==> src/design/dpb_pkg.sv <==
// ----------------------------------------------------------------------------
// Depth pixel back-projection package
// Shared types and constants for the back-projection block.
// ----------------------------------------------------------------------------
package dpb_pkg;

  localparam int DEF_MAX_WIDTH  = 4096;
  localparam int DEF_MAX_HEIGHT = 4096;

  localparam int NUM_W   = 45;
  localparam int DIV_W   = 49;
  localparam int CNT_W   = 25;
  localparam int CFG_IDX_W = 3;

  localparam logic [CNT_W-1:0] COUNT_MAX = 25'd16777216;
  localparam logic signed [NUM_W-1:0] ONE_Q28 = 45'sd268435456;

  localparam logic [CFG_IDX_W-1:0] REG_WIDTH  = 3'd0;
  localparam logic [CFG_IDX_W-1:0] REG_HEIGHT = 3'd1;
  localparam logic [CFG_IDX_W-1:0] REG_FX     = 3'd2;
  localparam logic [CFG_IDX_W-1:0] REG_FY     = 3'd3;
  localparam logic [CFG_IDX_W-1:0] REG_CX     = 3'd4;
  localparam logic [CFG_IDX_W-1:0] REG_CY     = 3'd5;

  typedef struct packed {
    logic [12:0]        image_width;
    logic [12:0]        image_height;
    logic signed [31:0] inv_focal_x;
    logic signed [31:0] inv_focal_y;
    logic signed [31:0] inv_center_x;
    logic signed [31:0] inv_center_y;
  } cfg_t;

  typedef struct packed {
    logic signed [NUM_W-1:0] nx;
    logic signed [NUM_W-1:0] ny;
    logic signed [23:0]      inv_depth;
    logic signed [23:0]      depth_variance;
    logic [15:0]             intensity;
    logic signed [15:0]      grad_x;
    logic signed [15:0]      grad_y;
    logic [23:0]             pixel_index;
    logic                    keep;
    logic                    last;
  } entry_t;

endpackage

==> src/design/dpb_if.sv <==
// ----------------------------------------------------------------------------
// Depth pixel back-projection channels
// Valid/ready channels for incoming pixels and outgoing points.
// ----------------------------------------------------------------------------
interface dpb_pix_if;
  logic               valid;
  logic               ready;
  logic [11:0]        col;
  logic [11:0]        row;
  logic signed [23:0] inv_depth;
  logic signed [23:0] depth_variance;
  logic [15:0]        intensity;
  logic signed [15:0] grad_x;
  logic signed [15:0] grad_y;
  logic               last_pixel;

  modport source (output valid, col, row, inv_depth, depth_variance, intensity,
                  grad_x, grad_y, last_pixel, input ready);
  modport sink (input valid, col, row, inv_depth, depth_variance, intensity,
                grad_x, grad_y, last_pixel, output ready);
endinterface

interface dpb_pt_if;
  logic               valid;
  logic               ready;
  logic signed [31:0] point_x;
  logic signed [31:0] point_y;
  logic signed [31:0] point_z;
  logic signed [15:0] out_grad_x;
  logic signed [15:0] out_grad_y;
  logic [15:0]        out_intensity;
  logic signed [23:0] out_variance;
  logic [23:0]        pixel_index;
  logic [24:0]        point_count;
  logic               is_point;
  logic               is_last;

  modport source (output valid, point_x, point_y, point_z, out_grad_x, out_grad_y,
                  out_intensity, out_variance, pixel_index, point_count, is_point,
                  is_last, input ready);
  modport sink (input valid, point_x, point_y, point_z, out_grad_x, out_grad_y,
                out_intensity, out_variance, pixel_index, point_count, is_point,
                is_last, output ready);
endinterface

==> src/design/depth_pixel_backprojection.sv <==
// ----------------------------------------------------------------------------
// Depth pixel back-projection
// Turns an inverse-depth pixel stream into Q16.16 3D points.
// A kept pixel holds the back end through a dequeue, three 49-step divisions with
// a load and a finish state each, and the result handoff.
// A dropped last pixel is only dequeued and handed off; other drops cost nothing.
// Synchronous reset restores default registers and clears the point counter.
// ----------------------------------------------------------------------------
module depth_pixel_backprojection #(
  parameter int MAX_WIDTH  = dpb_pkg::DEF_MAX_WIDTH,
  parameter int MAX_HEIGHT = dpb_pkg::DEF_MAX_HEIGHT
) (
  input  logic clk,
  input  logic rst,
  dpb_pix_if.sink  pix,
  dpb_pt_if.source pts,
  input  logic cfg_we,
  input  logic [dpb_pkg::CFG_IDX_W-1:0] cfg_index,
  input  logic [31:0] cfg_data
);
  dpb_pkg::cfg_t   cfg;
  dpb_pkg::entry_t fentry;
  dpb_pkg::entry_t head;
  logic wanted;
  logic push;
  logic pop;
  logic full;
  logic empty;
  logic [1:0] count;

  always_ff @(posedge clk) begin
    if (rst) begin
      cfg.image_width <= 13'd640;
      cfg.image_height <= 13'd480;
      cfg.inv_focal_x <= '0;
      cfg.inv_focal_y <= '0;
      cfg.inv_center_x <= '0;
      cfg.inv_center_y <= '0;
    end else if (cfg_we) begin
      case (cfg_index)
        dpb_pkg::REG_WIDTH:  cfg.image_width <= cfg_data[12:0];
        dpb_pkg::REG_HEIGHT: cfg.image_height <= cfg_data[12:0];
        dpb_pkg::REG_FX:     cfg.inv_focal_x <= cfg_data;
        dpb_pkg::REG_FY:     cfg.inv_focal_y <= cfg_data;
        dpb_pkg::REG_CX:     cfg.inv_center_x <= cfg_data;
        dpb_pkg::REG_CY:     cfg.inv_center_y <= cfg_data;
        default: ;
      endcase
    end
  end

  dpb_front #(.MAX_WIDTH(MAX_WIDTH), .MAX_HEIGHT(MAX_HEIGHT)) u_front (
    .cfg(cfg), .col(pix.col), .row(pix.row), .inv_depth(pix.inv_depth),
    .depth_variance(pix.depth_variance), .intensity(pix.intensity),
    .grad_x(pix.grad_x), .grad_y(pix.grad_y), .last_pixel(pix.last_pixel),
    .entry(fentry), .wanted(wanted)
  );

  assign pix.ready = !full && !rst;
  assign push = pix.valid && pix.ready && wanted;

  dpb_queue u_queue (
    .clk(clk), .rst(rst), .push(push), .wdata(fentry), .pop(pop),
    .rdata(head), .full(full), .empty(empty), .count(count)
  );

  dpb_back u_back (
    .clk(clk), .rst(rst), .empty(empty), .head(head), .pop(pop), .pts(pts)
  );

  a_count_bound: assert property (@(posedge clk) disable iff (rst) count <= 2'd2)
    else $error("queue count exceeds depth");
  a_pop_free: assert property (@(posedge clk) disable iff (rst) pop |-> !pts.valid)
    else $error("pop while result register occupied");
  a_nopoint_last: assert property (@(posedge clk) disable iff (rst)
      (pts.valid && !pts.is_point) |-> pts.is_last)
    else $error("empty result that is not last");
  a_push_room: assert property (@(posedge clk) disable iff (rst) push |-> !full)
    else $error("push into full queue");
endmodule

==> src/design/dpb_front.sv <==
// ----------------------------------------------------------------------------
// Pixel classifier
// Checks bounds and validity, forms numerators and the linear pixel index.
// ----------------------------------------------------------------------------
module dpb_front #(
  parameter int MAX_WIDTH  = dpb_pkg::DEF_MAX_WIDTH,
  parameter int MAX_HEIGHT = dpb_pkg::DEF_MAX_HEIGHT
) (
  input  dpb_pkg::cfg_t   cfg,
  input  logic [11:0]     col,
  input  logic [11:0]     row,
  input  logic signed [23:0] inv_depth,
  input  logic signed [23:0] depth_variance,
  input  logic [15:0]     intensity,
  input  logic signed [15:0] grad_x,
  input  logic signed [15:0] grad_y,
  input  logic            last_pixel,
  output dpb_pkg::entry_t entry,
  output logic            wanted
);
  localparam int WW = $clog2(MAX_WIDTH + 1);
  localparam int HW = $clog2(MAX_HEIGHT + 1);

  logic [WW-1:0] w;
  logic [HW-1:0] h;
  logic          keep;

  always_comb begin
    w = (int'(cfg.image_width) > MAX_WIDTH) ? WW'(MAX_WIDTH) : WW'(cfg.image_width);
    h = (int'(cfg.image_height) > MAX_HEIGHT) ? HW'(MAX_HEIGHT) : HW'(cfg.image_height);
    keep = (col != 12'd0) && (int'(col) + 1 < int'(w)) &&
           (row != 12'd0) && (int'(row) + 1 < int'(h)) &&
           (depth_variance > 24'sd0) && (inv_depth != 24'sd0);
    entry.nx = cfg.inv_focal_x * $signed({1'b0, col}) + cfg.inv_center_x;
    entry.ny = cfg.inv_focal_y * $signed({1'b0, row}) + cfg.inv_center_y;
    entry.inv_depth = inv_depth;
    entry.depth_variance = depth_variance;
    entry.intensity = intensity;
    entry.grad_x = grad_x;
    entry.grad_y = grad_y;
    entry.pixel_index = 24'(32'(col) + 32'(row) * 32'(w));
    entry.keep = keep;
    entry.last = last_pixel;
    wanted = keep || last_pixel;
  end
endmodule

==> src/design/dpb_queue.sv <==
// ----------------------------------------------------------------------------
// Classified pixel queue
// Two-entry queue between the classifier and the divider back end.
// ----------------------------------------------------------------------------
module dpb_queue (
  input  logic            clk,
  input  logic            rst,
  input  logic            push,
  input  dpb_pkg::entry_t wdata,
  input  logic            pop,
  output dpb_pkg::entry_t rdata,
  output logic            full,
  output logic            empty,
  output logic [1:0]      count
);
  dpb_pkg::entry_t mem [2];
  logic wptr;
  logic rptr;

  always_ff @(posedge clk) begin
    if (rst) begin
      wptr <= 1'b0;
      rptr <= 1'b0;
      count <= 2'd0;
    end else begin
      if (push) begin
        wptr <= ~wptr;
      end
      if (pop) begin
        rptr <= ~rptr;
      end
      count <= count + 2'(push) - 2'(pop);
    end
    if (push) begin
      mem[wptr] <= wdata;
    end
  end

  assign rdata = mem[rptr];
  assign full  = (count == 2'd2);
  assign empty = (count == 2'd0);
endmodule

==> src/design/dpb_back.sv <==
// ----------------------------------------------------------------------------
// Divider back end
// Runs three rounded, saturated divisions per point and counts points.
// ----------------------------------------------------------------------------
module dpb_back (
  input  logic            clk,
  input  logic            rst,
  input  logic            empty,
  input  dpb_pkg::entry_t head,
  output logic            pop,
  dpb_pt_if.source        pts
);
  typedef enum logic [1:0] {S_IDLE, S_LOAD, S_DIV, S_FINISH} state_t;

  state_t state;
  dpb_pkg::entry_t cur;
  logic [1:0]  sel;
  logic [5:0]  step;
  logic        neg;
  logic [23:0] dm;
  logic [23:0] rem;
  logic [dpb_pkg::DIV_W-1:0] num;
  logic [dpb_pkg::DIV_W-1:0] quo;
  logic signed [31:0] res [3];
  logic [dpb_pkg::CNT_W-1:0] points_emitted;

  logic signed [dpb_pkg::NUM_W-1:0] numer;
  logic [dpb_pkg::NUM_W-1:0] nm_next;
  logic [23:0] dm_next;
  logic [24:0] rem_sh;
  logic        take;
  logic [31:0] sat;
  logic [dpb_pkg::CNT_W-1:0] cnt_inc;

  always_comb begin
    case (sel)
      2'd0:    numer = cur.nx;
      2'd1:    numer = cur.ny;
      default: numer = dpb_pkg::ONE_Q28;
    endcase
    nm_next = numer[dpb_pkg::NUM_W-1] ? dpb_pkg::NUM_W'(-numer) : dpb_pkg::NUM_W'(numer);
    dm_next = cur.inv_depth[23] ? 24'(-cur.inv_depth) : 24'(cur.inv_depth);
    rem_sh = {rem, num[dpb_pkg::DIV_W-1]};
    take = rem_sh >= {1'b0, dm};
    if (!neg) begin
      sat = (quo > dpb_pkg::DIV_W'(32'h7FFFFFFF)) ? 32'h7FFFFFFF : quo[31:0];
    end else begin
      sat = (quo > dpb_pkg::DIV_W'(33'h080000000)) ? 32'h80000000 : 32'(-quo);
    end
    cnt_inc = (points_emitted < dpb_pkg::COUNT_MAX) ? points_emitted + 25'd1
                                                   : points_emitted;
  end

  assign pop = (state == S_IDLE) && !empty && !pts.valid;

  always_ff @(posedge clk) begin
    if (rst) begin
      state <= S_IDLE;
      pts.valid <= 1'b0;
      points_emitted <= '0;
    end else begin
      if (pts.valid && pts.ready) begin
        pts.valid <= 1'b0;
      end
      case (state)
        S_IDLE: begin
          if (pop) begin
            cur <= head;
            sel <= 2'd0;
            if (head.keep) begin
              state <= S_LOAD;
            end else begin
              pts.valid <= 1'b1;
              pts.point_x <= '0;
              pts.point_y <= '0;
              pts.point_z <= '0;
              pts.out_grad_x <= '0;
              pts.out_grad_y <= '0;
              pts.out_intensity <= '0;
              pts.out_variance <= '0;
              pts.pixel_index <= '0;
              pts.point_count <= points_emitted;
              pts.is_point <= 1'b0;
              pts.is_last <= 1'b1;
              points_emitted <= '0;
            end
          end
        end
        S_LOAD: begin
          neg <= numer[dpb_pkg::NUM_W-1] ^ cur.inv_depth[23];
          dm <= dm_next;
          num <= dpb_pkg::DIV_W'({nm_next[43:0], 4'b0000}) + dpb_pkg::DIV_W'(dm_next >> 1);
          rem <= '0;
          quo <= '0;
          step <= '0;
          state <= S_DIV;
        end
        S_DIV: begin
          rem <= take ? 24'(rem_sh - {1'b0, dm}) : rem_sh[23:0];
          quo <= {quo[dpb_pkg::DIV_W-2:0], take};
          num <= {num[dpb_pkg::DIV_W-2:0], 1'b0};
          step <= step + 6'd1;
          if (step == 6'(dpb_pkg::DIV_W - 1)) begin
            state <= S_FINISH;
          end
        end
        S_FINISH: begin
          res[sel] <= sat;
          if (sel != 2'd2) begin
            sel <= sel + 2'd1;
            state <= S_LOAD;
          end else begin
            state <= S_IDLE;
            pts.valid <= 1'b1;
            pts.point_x <= res[0];
            pts.point_y <= res[1];
            pts.point_z <= sat;
            pts.out_grad_x <= cur.grad_x;
            pts.out_grad_y <= cur.grad_y;
            pts.out_intensity <= cur.intensity;
            pts.out_variance <= cur.depth_variance;
            pts.pixel_index <= cur.pixel_index;
            pts.is_point <= 1'b1;
            pts.is_last <= cur.last;
            if (cur.last) begin
              pts.point_count <= cnt_inc;
              points_emitted <= '0;
            end else begin
              pts.point_count <= points_emitted;
              points_emitted <= cnt_inc;
            end
          end
        end
        default: state <= S_IDLE;
      endcase
    end
  end
endmodule
==> src/flat_wrapper.sv <==
// flat-port wrapper written by rule: the top's interface ports become plain ports
module depth_pixel_backprojection_flat 
#(
  parameter int MAX_WIDTH  = dpb_pkg::DEF_MAX_WIDTH,
  parameter int MAX_HEIGHT = dpb_pkg::DEF_MAX_HEIGHT
)
  (clk, rst, cfg_we, cfg_index, cfg_data, pix_valid, pix_col, pix_row, pix_inv_depth, pix_depth_variance, pix_intensity, pix_grad_x, pix_grad_y, pix_last_pixel, pix_ready, pts_valid, pts_point_x, pts_point_y, pts_point_z, pts_out_grad_x, pts_out_grad_y, pts_out_intensity, pts_out_variance, pts_pixel_index, pts_point_count, pts_is_point, pts_is_last, pts_ready);
  dpb_pix_if pix_i ();
  dpb_pt_if pts_i ();
  input  logic clk;
  input  logic rst;
  input  logic cfg_we;
  input  logic [dpb_pkg::CFG_IDX_W-1:0] cfg_index;
  input  logic [31:0] cfg_data;
  input wire logic [$bits(pix_i.valid)-1:0] pix_valid;
  input wire logic [$bits(pix_i.col)-1:0] pix_col;
  input wire logic [$bits(pix_i.row)-1:0] pix_row;
  input wire logic [$bits(pix_i.inv_depth)-1:0] pix_inv_depth;
  input wire logic [$bits(pix_i.depth_variance)-1:0] pix_depth_variance;
  input wire logic [$bits(pix_i.intensity)-1:0] pix_intensity;
  input wire logic [$bits(pix_i.grad_x)-1:0] pix_grad_x;
  input wire logic [$bits(pix_i.grad_y)-1:0] pix_grad_y;
  input wire logic [$bits(pix_i.last_pixel)-1:0] pix_last_pixel;
  output wire logic [$bits(pix_i.ready)-1:0] pix_ready;
  output wire logic [$bits(pts_i.valid)-1:0] pts_valid;
  output wire logic [$bits(pts_i.point_x)-1:0] pts_point_x;
  output wire logic [$bits(pts_i.point_y)-1:0] pts_point_y;
  output wire logic [$bits(pts_i.point_z)-1:0] pts_point_z;
  output wire logic [$bits(pts_i.out_grad_x)-1:0] pts_out_grad_x;
  output wire logic [$bits(pts_i.out_grad_y)-1:0] pts_out_grad_y;
  output wire logic [$bits(pts_i.out_intensity)-1:0] pts_out_intensity;
  output wire logic [$bits(pts_i.out_variance)-1:0] pts_out_variance;
  output wire logic [$bits(pts_i.pixel_index)-1:0] pts_pixel_index;
  output wire logic [$bits(pts_i.point_count)-1:0] pts_point_count;
  output wire logic [$bits(pts_i.is_point)-1:0] pts_is_point;
  output wire logic [$bits(pts_i.is_last)-1:0] pts_is_last;
  input wire logic [$bits(pts_i.ready)-1:0] pts_ready;
  assign pix_i.valid = pix_valid;
  assign pix_i.col = pix_col;
  assign pix_i.row = pix_row;
  assign pix_i.inv_depth = pix_inv_depth;
  assign pix_i.depth_variance = pix_depth_variance;
  assign pix_i.intensity = pix_intensity;
  assign pix_i.grad_x = pix_grad_x;
  assign pix_i.grad_y = pix_grad_y;
  assign pix_i.last_pixel = pix_last_pixel;
  assign pix_ready = pix_i.ready;
  assign pts_valid = pts_i.valid;
  assign pts_point_x = pts_i.point_x;
  assign pts_point_y = pts_i.point_y;
  assign pts_point_z = pts_i.point_z;
  assign pts_out_grad_x = pts_i.out_grad_x;
  assign pts_out_grad_y = pts_i.out_grad_y;
  assign pts_out_intensity = pts_i.out_intensity;
  assign pts_out_variance = pts_i.out_variance;
  assign pts_pixel_index = pts_i.pixel_index;
  assign pts_point_count = pts_i.point_count;
  assign pts_is_point = pts_i.is_point;
  assign pts_is_last = pts_i.is_last;
  assign pts_i.ready = pts_ready;
  depth_pixel_backprojection #(.MAX_WIDTH(MAX_WIDTH), .MAX_HEIGHT(MAX_HEIGHT)) u_core (.clk(clk), .rst(rst), .pix(pix_i), .pts(pts_i), .cfg_we(cfg_we), .cfg_index(cfg_index), .cfg_data(cfg_data));
endmodule
==> config.mk <==
export PLATFORM = sky130hd
export DESIGN_NAME = depth_pixel_backprojection_flat
export DESIGN_NICKNAME = d
export VERILOG_FILES = /design/src/design/dpb_pkg.sv /design/src/design/dpb_if.sv /design/src/design/depth_pixel_backprojection.sv /design/src/design/dpb_front.sv /design/src/design/dpb_queue.sv /design/src/design/dpb_back.sv /design/src/flat_wrapper.sv
export SDC_FILE = /design/constraint.sdc
export NUM_CORES = 2
export LEC_CHECK = 0
export BUFFER_PORTS_ARGS = -buffer_cell sky130_fd_sc_hd__buf_2
export CORE_MARGIN = 8
export CORE_UTILIZATION = 50
export DETAILED_ROUTE_END_ITERATION = 10
export MAX_ROUTING_LAYER = met4
export PLACE_DENSITY = 0.72
export SYNTH_ARGS = -nofsm -noshare
export SYNTH_HDL_FRONTEND = slang
export SYNTH_SLANG_ARGS = --single-unit
==> constraint.sdc <==
create_clock -name clk -period 25.7 [get_ports clk]
set_input_delay 2.57 -clock clk [delete_from_list [all_inputs] [get_ports clk]]
set_output_delay 2.57 -clock clk [all_outputs]
set_load 0.05 [all_outputs]
==> results.yml <==
cells_and_area:
  fill_cells: 14217
  final_net_count: 9312
  final_cell_mix: "nand2_1, edfxtp_1, inv_1"
  fin_area_um2: 94100
  layout_commonest_cell: "nand2_1"
  drive_gt1_share_pct: 11.7
  area_delta_synth_final_pct: 9.71
timing:
  rsz0062_at_grt: "no"
  fin_ws_ps: 15950
  slew_headroom_pct: 3.68
  fmax_mhz: 103
  min_period_over_period_pct: 37.9
  tightest_slew_ps: 1440
  setup_tns_ps: 0
  setup_viol: 0
  finalWorstPathRequiredPeriod_ps: 9750
  hold_viol_final: 0
  skew_ps: 43.8
  slew_violations: 0
place:
  placed_cell_area_um2: 89600
  dp_slack_ps: 15210
  dpl.hpwl_um: 159000
  gp_congestion: 0.972
  numPortBuffers: 381
yosys:
  ys_async_sr_fraction_pct: 0
  syn-num-nets: 9100
  synthFlopType: "edfxtp_1"
  synth_area_um2: 85800
  avgSynthCellArea_um2: 11.1
  synth_warnings: 0
  synth_seq_cells: 1260
  yosysUniqueCellTypes: 86
  synth-edff-count: 1073
  syn_inst: 7694
  seq_area_frac_synth_pct: 41.9
setup_path:
  startpoint_type: "input port"
  reg2reg_depth: 15
  r2r_end: "u_core.u_queue.mem[1][65]$_DFFE_PP_"
  reg2reg_slack_ps: 17350
  endpoint_kind: "flip-flop"
  cp.arrival_ps: 10130
  criticalPathCategory: "input port to flip-flop"
  path_max_fanout: 66
  r2r_start: "u_core.cfg[153]$_SDFFE_PP0P_"
  cp.required_ps: 26080
floorplan:
  core_um2: 171000
  die_h_um: 430
  io_pins: 382
  fp.dieArea_um2: 185000
  num_rows: 152
  initial_core_util_pct: 50.2
  die_w_um: 430
routing:
  drc_errors: 0
  wl_um: 213000
  first_pass_iters: 6
  drtIter0Drc: 4885
  num_vias: 56392
  wire_per_inst_um: 20.8
  ant_nets: 0
  via_per_inst: 5.50
min_path:
  hold_path_depth: 2
  whs_endpoint: "u_core.cfg[147]$_SDFFE_PP0P_"
  min_from: "u_core.cfg[147]$_SDFFE_PP0P_"
  hp-class: "flip-flop to flip-flop"
clock_network:
  cts_tree: "yes"
  cts_resized: 0
  cts_max_path_buffers: 3
  clock-sinks: 1260
  cts_hold_buf: 0
  postCtsSetupRepairBufs: 0
  htree_num_levels: 4
  root_buffer: "clkbuf_16"
  cts_buffers: 134
  clk_pin_slew_worst_paths_ps: 60
  clk_latency_ps: 780
power_and_ir_drop:
  irDropWorstVdd_mv: 0.0827
  p_total_mw: 6.54
  internal-power_mw: 4.35
  pwr-share-seq_pct: 42.1
  pwr-share-clk_pct: 29.7
  swShare_pct: 33.6
  p_leak_nw: 39.3
  p_switching_mw: 2.20
  pwr-share-comb_pct: 28.2
  p_per_area_nw_per_um2: 69.5
job:
  drv_cap: 0
global_route:
  grt_max_degree: 163
  grt_pass1_vias: 57865
  overflow: 0
  groute.usage.overall_pct: 23.4
  antenna_found_initial: 14
  grt_first_pass_wirelength_um: 332000
outcome:
  status: "complete, no violations"
-- power groups by stage --
stage | logic, mW | registers [mW] | clock network (mW)
detailed placement | 1.85 | 2.80 | 0
CTS | 1.86 | 2.76 | 1.99
global route | 2.02 | 2.78 | 2.06
finish | 1.85 | 2.76 | 1.94
global placement | 1.81 | 2.79 | 0
floorplan | 1.12 | 3.12 | 0
-- flip-flops by register name, indices dropped and copies added, names as in the netlist, 24 cells and up, named ones only --
name	count
u_core.cfg	154
u_core.u_queue.mem	424
u_core.u_back.num	49
u_core.u_back.dm	24
u_core.u_back.res	64
u_core.u_back.pts.out_variance	24
u_core.u_back.points_emitted	25
u_core.u_back.pts.point_z	32
u_core.u_back.pts.point_y	32
u_core.u_back.cur	211
u_core.u_back.pts.point_x	32
u_core.u_back.pts.point_count	25
u_core.u_back.pts.pixel_index	24
u_core.u_back.rem	24
u_core.u_back.quo	49
-- critical path, cell delays in order --
cell and delay [ps]:
buf_2 100, buf_4 540, and3_1 320, and3_1 260, nand3_1 120, xnor2_1 230, ha_1 280, nand2_1 90
nor2_1 60, a311o_1 370, nor4_1 270, o211ai_1 140, a31oi_1 880, o211ai_1 450, nor2_4 850, buf_4 770
buf_4 810, buf_4 760
-- stage by stage --
| step | utilization [%] | cells | hold slack [ps] |
|---|---|---|---|
| floorplan | - | 7694 | 430 |
| global placement | 52.4 | 10003 | 438 |
| detailed placement | 52.4 | 10003 | 443 |
| CTS | 55.0 | 10243 | 452 |
| global route | 55.0 | 10254 | 471 |
| finish | 55.0 | 10257 | 455 |
-- worst max-delay path by stage --
stage                          start                                       to  slack [ps]  cells after the start
after global routing      pix_col[8]      u_core.u_queue.mem[0][40]$_DFFE_PP_       15380                     18
after floorplan                  rst  u_core.u_back.pts.is_last$_SDFFCE_PN1P_        6820                      3
after global placement    pix_col[4]      u_core.u_queue.mem[1][59]$_DFFE_PP_       15340                     18
final                     pix_row[2]      u_core.u_queue.mem[1][65]$_DFFE_PP_       15950                     18
after CTS                 pix_col[8]      u_core.u_queue.mem[0][36]$_DFFE_PP_       16040                     18
after detailed placement  pix_col[8]      u_core.u_queue.mem[0][38]$_DFFE_PP_       15210                     18
-- kinds of logic (layout without fill, tap and decap cells) --
group           Yosys count  in the layout  synth area share, %
fa+ha+maj              1245           1245                 25.9
compound gates          880            880                 6.38
buf+inv                1412           1728                 6.27
flops                  1260           1260                 41.9
other cells               0             14                    0
mux                     238            238                 3.10
simple gates           2368           2368                 13.5
xor+xnor                291            291                 2.99
-- routing by layer --
| layer | wire [µm] | share of wire, % | track usage (%) | vias up |
|---|---|---|---|---|
| met2 | 101000 | 47 | 37.8 | 2105 |
| met3 | 15700 | 7.4 | 4.45 | 455 |
| li1 | - | - | - | 25711 |
| met5 | 0 | 0 | - | - |
| met4 | 10300 | 4.8 | 9.34 | 0 |
| met1 | 86200 | 40 | 29.3 | 28121 |
-- area by class of cell --
type	instances	area, µm²	area share [%]
clock inverters	83	933	0.992
repair buffers	449	2450	2.60
clock buffers	157	3490	3.71
well taps	2233	2790	2.97
flip-flops and latches	1260	36000	38.2
inverters	1039	3900	4.15
multi-input cells	5022	44500	47.3
diodes	14	35.0	0.0372
-- synthesized netlist by cell type (20+ instances only) --
library cell,instances,share of area [%]
o21ai_0,172,1.0
edfxtp_1,1073,38
buf_1,20,0.088
a31oi_1,33,0.24
a211oi_1,24,0.21
and2_1,589,4.3
nor2b_1,48,0.35
fa_1,878,20
and3_1,51,0.37
dfxtp_1,187,4.4
clkbuf_1,334,1.5
nor4_1,39,0.28
nand3_1,75,0.44
nand2b_1,26,0.19
xnor2_1,205,2.1
a21oi_1,345,2.0
ha_1,367,5.4
xor2_1,84,0.86
inv_1,1038,4.5
mux2_2,219,2.9
nand2_1,1106,4.8
nand4_1,44,0.32
a21o_1,74,0.65
a22oi_1,39,0.34
nor3_1,68,0.40
nor2_1,228,1.0
o21ai_1,20,0.12
(Power assumes the default switching activity.)
